[src/mvlc_pkg.sv]
`timescale 1ns / 1ps
`default_nettype none
// ----------------------------------------------------------------------------
// Multilevel VLC table decoder package
// Shared types and fixed constants for the controller and datapath.
// ----------------------------------------------------------------------------
package mvlc_pkg;

    // Table word layout.
    localparam logic [3:0] POINTER_NIBBLE = 4'd12;
    localparam int         SYMBOL_BITS    = 12;
    localparam int         LENGTH_BITS    = 6;
    localparam int         OFFSET_BITS    = 10;
    localparam int         WORD_BITS      = 16;

    // Widest index that a pointer can ask for.
    localparam int         IDX_MAX_BITS   = 15;

    // Level counter codes.
    localparam logic [1:0] FIRST_LEVEL    = 2'd0;
    localparam logic [1:0] LAST_LEVEL     = 2'd2;

    // Controller states.
    typedef enum logic [1:0] {
        ST_IDLE,
        ST_WRITE,
        ST_LOOKUP,
        ST_EVAL
    } t_state;

    // Commands from the controller to the datapath.
    typedef struct packed {
        logic load;     // capture a new request
        logic write;    // store the captured word in the table
        logic advance;  // follow the pointer just read
        logic finish;   // present the result for one cycle
    } t_ctrl_cmd;

    // Status from the datapath to the controller.
    typedef struct packed {
        logic is_pointer;  // the word just read is a subtable pointer
        logic last_level;  // the word just read came from the third level
    } t_ctrl_status;

endpackage
`default_nettype wire

[src/mvlc_ctrl.sv]
`timescale 1ns / 1ps
`default_nettype none
// ----------------------------------------------------------------------------
// Multilevel VLC table decoder controller
// Sequences table writes and the chain of up to three table lookups.
// ----------------------------------------------------------------------------
module mvlc_ctrl (
    input  wire logic                  i_clk,
    input  wire logic                  i_rst_n,
    input  wire logic                  i_start,
    input  wire logic                  i_operation,
    input  wire mvlc_pkg::t_ctrl_status i_status,
    output mvlc_pkg::t_ctrl_cmd        o_cmd,
    output logic                       o_busy
);

    mvlc_pkg::t_state r_state;
    mvlc_pkg::t_state n_state;

    // State register.
    always_ff @(posedge i_clk) begin
        if (!i_rst_n) begin
            r_state <= mvlc_pkg::ST_IDLE;
        end else begin
            r_state <= n_state;
        end
    end

    // Next-state logic.
    always_comb begin
        n_state = r_state;
        unique case (r_state)
            mvlc_pkg::ST_IDLE: begin
                if (i_start) begin
                    n_state = i_operation ? mvlc_pkg::ST_WRITE : mvlc_pkg::ST_LOOKUP;
                end
            end
            mvlc_pkg::ST_WRITE: begin
                n_state = mvlc_pkg::ST_IDLE;
            end
            mvlc_pkg::ST_LOOKUP: begin
                n_state = mvlc_pkg::ST_EVAL;
            end
            mvlc_pkg::ST_EVAL: begin
                if (i_status.is_pointer && !i_status.last_level) begin
                    n_state = mvlc_pkg::ST_LOOKUP;
                end else begin
                    n_state = mvlc_pkg::ST_IDLE;
                end
            end
            default: begin
                n_state = mvlc_pkg::ST_IDLE;
            end
        endcase
    end

    // Command outputs.
    always_comb begin
        o_cmd  = '0;
        o_busy = 1'b1;
        unique case (r_state)
            mvlc_pkg::ST_IDLE: begin
                o_busy     = 1'b0;
                o_cmd.load = i_start;
            end
            mvlc_pkg::ST_WRITE: begin
                o_cmd.write  = 1'b1;
                o_cmd.finish = 1'b1;
            end
            mvlc_pkg::ST_LOOKUP: begin
                // The table read address is already on the RAM port.
                o_busy = 1'b1;
            end
            mvlc_pkg::ST_EVAL: begin
                if (i_status.is_pointer && !i_status.last_level) begin
                    o_cmd.advance = 1'b1;
                end else begin
                    o_cmd.finish = 1'b1;
                end
            end
            default: begin
                o_busy = 1'b1;
            end
        endcase
    end

endmodule
`default_nettype wire

[config.mk]
export PLATFORM = sky130hd
export DESIGN_NAME = mvlc_ctrl
export DESIGN_NICKNAME = d
export VERILOG_FILES = /design/src/mvlc_pkg.sv /design/src/mvlc_ctrl.sv
export SDC_FILE = /design/constraint.sdc
export NUM_CORES = 1
export LEC_CHECK = 0
export ABC_AREA = 1
export BUFFER_PORTS_ARGS = -buffer_cell sky130_fd_sc_hd__buf_2
export CAP_MARGIN = 20
export CELL_PAD_IN_SITES_DETAIL_PLACEMENT = 1
export CELL_PAD_IN_SITES_GLOBAL_PLACEMENT = 1
export CORE_AREA = 2 2 39 41
export CTS_BUF_LIST = sky130_fd_sc_hd__clkbuf_8 sky130_fd_sc_hd__clkbuf_16
export DETAILED_ROUTE_END_ITERATION = 8
export DIE_AREA = 0 0 41 43
export PLACE_DENSITY_LB_ADDON = 0.2
export RECOVER_POWER = 25
export SETUP_SLACK_MARGIN = 0.3
export SYNTH_ARGS = -nofsm -noshare
export SYNTH_HDL_FRONTEND = slang
export SYNTH_SLANG_ARGS = --single-unit
[constraint.sdc]
create_clock -name i_clk -period 2.2 [get_ports i_clk]
set_clock_uncertainty 0.1 [all_clocks]
set_input_delay 0.11 -clock i_clk [delete_from_list [all_inputs] [get_ports i_clk]]
set_output_delay 0.11 -clock i_clk [all_outputs]
set_load 0.05 [all_outputs]
==> results of run 1 <==
## kinds of logic after synthesis
logic type	share of synthesized area [%]
buffers and inverters	22.22
DFF	29.63
and+or+nand+nor	40.74
AOI/OAI and AO/OA	7.400
## worst paths after layout
kind | from | to | slack (ps)
hold / removal | i_operation | r_state[0] | 80
hold reg to reg | r_state[1] | r_state[0] | 470
setup / recovery | r_state[0] | o_cmd[0] | 900
setup reg to reg | r_state[0] | r_state[1] | 1340
## placed cells by master, fill, tap and decap left out
cell type and count:
buf_2 10, inv_1 7, nand2_1 6, nor2_1 4, clkbuf_8 3, dfxtp_1 2, inv_2 1, nand2_2 1
nand3_1 1, o21ai_0 1, a21oi_1 1, nor2_2 1
## metrics by stage
stage                     utilization, %  hold slack (ps)
after global placement             14.83            292.3
after CTS                          17.81            92.10
after detailed placement           14.83            311.2
after global routing               17.81            129.8
final                              17.81            84.92
after floorplan                        -            161.6
## power by group
group	internal (uW)	switching [uW]
Combinational	14.7	43.9
Sequential	39.7	2.60
Clock	116	29.7
Total	170	76.2
## worst reg2reg max path, delay by kind of cell (launching register included)
family | cells | cell delay, ps
DFF | 1 | 360
and+or+nand+nor | 4 | 260
buffers and inverters | 1 | 60
## cell type report
cell class / count / area (um^2)
flip-flops and latches: 2 / 40.04
repair buffers: 10 / 50.05
inverters: 8 / 30.03
multi-input cells: 15 / 65.06
well taps: 16 / 20.02
clock buffers: 3 / 41.29
fillers: 187 / 1137
## metal layers
layer,GRT usage [%],vias to the layer above,share of wire [%]
met5,0,-,0
met4,10.00,0,3.5
met3,1.571,2,7.8
met2,7.813,7,49
met1,5.096,71,39
li1,-,96,-
==> run_results.csv, run 1 <==
group,metric,value,unit
status,status,"completed",
routing,drt_iter0_markers,1,
worst_setup_path,startpoint_type,"register",
logic_synthesis,synth_edf_count,0,
timing,rsz0062_at_grt,"false",
worst_setup_path,worstPathRequired,1990,ps
worst_setup_path,cp.arrival,1090,ps
logic_synthesis,synth_nets,31,
worst_setup_path,crit_buf_inv,2,
clock_network,postCtsHoldBufs,0,
logic_synthesis,async_flop_share,0,%
logic_synthesis,syn_area_per_cell,5.405,um^2
clock_network,cts_made_buffers,3,
floorplanning,dieArea,1763,um^2
worst_setup_path,critPathMaxStageDelay,360,ps
finish,largest_register_ffs,2,
floorplanning,io_pins,11,
routing,drcViolationCount,0,
finish,drive_gt1_share,42.11,%
finish,n_antenna_cell,0,
placement,post_dp_cell_area,205.2,um^2
timing,setup_ws,899.2,ps
clock_network,cts_resized,0,
grt,grt_overflow,0,
floorplanning,die_h,43,um
clock_network,cts_setup_buffers,0,
placement,pre_cts_ws,1111,ps
grt,grt_pass1_vias,176,
timing,fin_crit_sh,59.13,%
timing,finalHoldViolCount,0,
power_and_ir_drop,vdd_ir_drop_max,0.3052,mV
logic_synthesis,synth_common_cells,"7 x inv_1, 6 x nand2_1, 4 x nor2_1",
routing,vias,176,
finish,regMostFlops,"r_state",
power_and_ir_drop,power.total,246.5,uW
routing,routed_wl,396,um
logic_synthesis,synth_warnings,0,
clock_network,cts.reportedPaths.clkPinSlew,30,ps
worst_setup_path,reg2reg_depth,5,
routing,avgRoutedWirePerCell,7.333,um
worst_setup_path,crit_family,"flip-flops",
timing,setup_viol_count_final,0,
logic_synthesis,yosysMostFrequentCell,"inv_1",
floorplanning,core,1384,um^2
logic_synthesis,netlist_area,135.1,um^2
worst_setup_path,cp-end-kind,"output port",
clock_network,cts_htree_levels,1,
placement,io_buffers,10,
clock_network,cts_tree,"yes",
timing,fmax,768.8,MHz
routing,via_per_inst,3.259,
clock_network,clk_path_buf_depth,2,
logic_synthesis,syn-instance-count,25,
timing,setup_tns,0,ps
power_and_ir_drop,power_density,999.9,nW/um^2
logic_synthesis,ys_types,10,
worst_setup_path,path_max_fanout,4,
worst_setup_path,critPathMostFrequentCell,"nand2_1",
timing,min_period,1301,ps
worst_hold_path,holdCritPathClass,"in2reg",
grt,antenna_found_initial,0,
worst_setup_path,crit_chain,"nand2_1 > inv_1 > nand2_1 > nand2_2 > buf_2",
finish,reg_top3,"r_state: 2 flops",
power_and_ir_drop,cellLeakagePower,0.0001616,uW
placement,dp_hpwl,328.2,um
run,drv_cap,0,
finish,final_cells,54,
finish,syn_to_final_growth,82.41,%
timing,worst_pin_slew,254.3,ps
finish,design_area,246.5,um^2
grt,track_usage,5.906,%
worst_setup_path,critical_path_depth,5,
logic_synthesis,ys_seq_area_share,29.63,%
routing,ant_nets,0,
worst_hold_path,whs_path_depth,3,
grt,grt_pass1_wl,614,um
clock_network,clock-sinks,2,
grt,grt_max_degree,5,
logic_synthesis,ys_seq_elements,2,
clock_network,root_buffer,"clkbuf_8",
timing,relSlewSlack,83.17,%
floorplanning,rows,14,
timing,slew_violations,0,
logic_synthesis,synth_flop_cell,"dfxtp_1",
placement,place_congestion,0.6190,
worst_setup_path,critical_path_class,"reg2out",
routing,firstDrtPassIters,2,
worst_setup_path,cpMaxStageDelayCell,"dfxtp_1",
clock_network,insertion_delay,210,ps
floorplanning,start_util,9.765,%
placement,dpl.cell_count,51,
finish,finalNetCount,46,
floorplanning,die_x,41,um
logic_synthesis,yosysTopAreaCell,"dfxtp_1",
logic_synthesis,netlist_top_cells_area,"dfxtp_1 30%, inv_1 19%, nand2_1 17%",
logic_synthesis,synth_top_area_share,29.63,%
(Power assumes the default switching activity.)
==> run 2: changes to the inputs <==
==> constraint.sdc (replaced) <==
create_clock -name i_clk -period 1.3 [get_ports i_clk]
set_clock_uncertainty 0.1 [all_clocks]
set_input_delay 0.065 -clock i_clk [delete_from_list [all_inputs] [get_ports i_clk]]
set_output_delay 0.065 -clock i_clk [all_outputs]
set_load 0.05 [all_outputs]
==> run 2 against run 1 <==
First-iteration DRC count fell by 100%. Utilization increased by 8.0 points. Via count grew 6.3%. Hold slack got worse by 39 ps. Die area unchanged. Largest power group unchanged. Critical path depth is 1 lower. Critical path type unchanged. Total power is 90% higher. Global-route usage grew 2.1 points. Sequential power is 82% higher. Highest routed layer is now met3. Routed wire length rose by 12%.
==> run_results.csv, run 2 (same netlist as run 1, synthesis figures left out) <==
group,metric,value,unit
timing,fin_crit_sh,85.96,%
timing,setup_viol_count_final,0,
worst_setup_path,crit_chain,"inv_2 > nand2_4 > nor2_4 > buf_6",
routing,drt_iter0_markers,0,
power_and_ir_drop,power_density,1307,nW/um^2
placement,dp_hpwl,319.8,um
grt,grt_pass1_vias,246,
finish,final_cells,56,
timing,holdWs,45.88,ps
routing,avgRoutedWirePerCell,7.893,um
clock_network,clk_path_buf_depth,2,
placement,dpl.cell_count,51,
timing,rsz0062_at_grt,"true",
grt,antenna_found_initial,0,
floorplanning,core,1384,um^2
worst_setup_path,critical_path_class,"reg2out",
floorplanning,io_pins,11,
placement,io_buffers,10,
finish,finalNetCount,48,
timing,slew_violations,0,
floorplanning,dieArea,1763,um^2
finish,largest_register_ffs,2,
finish,drive_gt1_share,75.00,%
routing,routed_wl,442,um
worst_setup_path,critPathMaxStageDelay,350,ps
power_and_ir_drop,cellLeakagePower,0.0001946,uW
timing,relSlewSlack,90.01,%
clock_network,clock-sinks,2,
worst_setup_path,cp.arrival,950,ps
routing,ant_nets,0,
floorplanning,start_util,9.765,%
timing,min_period,1117,ps
run,drv_cap,0,
worst_setup_path,startpoint_type,"register",
finish,syn_to_final_growth,164.8,%
finish,final_common_cell,"buf_2",
routing,firstDrtPassIters,1,
finish,reg_top3,"r_state: 2 flops",
clock_network,postCtsHoldBufs,0,
routing,vias,187,
floorplanning,rows,14,
timing,fmax,894.9,MHz
worst_setup_path,worstPathRequired,1130,ps
floorplanning,die_h,43,um
routing,via_per_inst,3.339,
grt,grt_overflow,0,
finish,regMostFlops,"r_state",
clock_network,cts_htree_levels,1,
routing,drcViolationCount,0,
timing,setup_tns,0,ps
clock_network,cts_made_buffers,3,
grt,grt_max_degree,5,
finish,most-common-layout-cells,"5 x buf_2, 4 x inv_1",
clock_network,root_buffer,"clkbuf_8",
worst_setup_path,path_max_fanout,4,
placement,place_congestion,0.6100,
floorplanning,die_x,41,um
finish,n_antenna_cell,0,
worst_setup_path,cpMaxStageDelayCell,"dfxtp_4",
grt,track_usage,8.000,%
worst_hold_path,holdCritPathClass,"in2reg",
clock_network,cts_tree,"yes",
worst_setup_path,cp-end-kind,"output port",
clock_network,insertion_delay,210,ps
timing,finalHoldViolCount,0,
clock_network,cts.reportedPaths.clkPinSlew,30,ps
grt,grt_pass1_wl,924,um
status,status,"completed",
timing,worst_pin_slew,148.3,ps
power_and_ir_drop,vdd_ir_drop_max,0.3934,mV
run 2: critical path: cells and delay by family, from the launching register on:
family        cells  cell delay [ps]
flops             1              350
buf+inv           2              240
simple gates      2              160
run 2: repair_timing:
item                       CTS  global route
hold endpoints to repair     0             0
resized for setup           25             1
gates cloned                 0             0
buffers inserted             2             0
setup endpoints to repair    5             7
pin swaps                    3             2
run 2: power by group:
group          internal, uW  leakage [uW]  switching, uW
registers              67.1     0.0000178           9.87
clock network           195     0.0000216           44.6
logic                  60.4      0.000155           90.3
total                   323      0.000195            145
run 2: final cells by class:
class / count / area (um^2)
timing repair buffer: 12 / 107.6
clock buffer: 3 / 41.29
tap: 16 / 20.02
multi-input combinational: 15 / 108.9
fill: 163 / 1026
sequential: 2 / 47.55
inverter: 8 / 32.53
run 2: final timing paths:
kind | endpoint | from | depth (start not counted) | slack, ps
worst max register to register | r_state[1] | r_state[1] | 6 | 330
worst min-delay path | r_state[1] | i_operation | 4 | 50
worst max-delay path | o_cmd[3] | r_state[0] | 4 | 180
worst min register to register | r_state[0] | r_state[0] | 3 | 470
run 2: metal layers:
layer,share of wire [%],vias to the layer above,GRT usage (%)
met2,63,3,11.88
li1,-,100,-
met1,34,84,8.571
met5,0,-,0
met4,0,0,8.000
met3,2.7,0,1.571
run 2: metrics by stage:
stage	cell area [um^2]	setup slack, ps	util, %	total power [uW]
2_1_floorplan	162.7	273.6	-	160.9
3_3_place_gp	232.7	175.7	16.82	185.2
3_5_place_dp	232.7	172.5	16.82	186.0
4_1_cts	354.1	169.4	25.59	474.3
5_1_grt	357.8	134.3	25.86	494.9
6_report	357.8	182.5	25.86	467.7
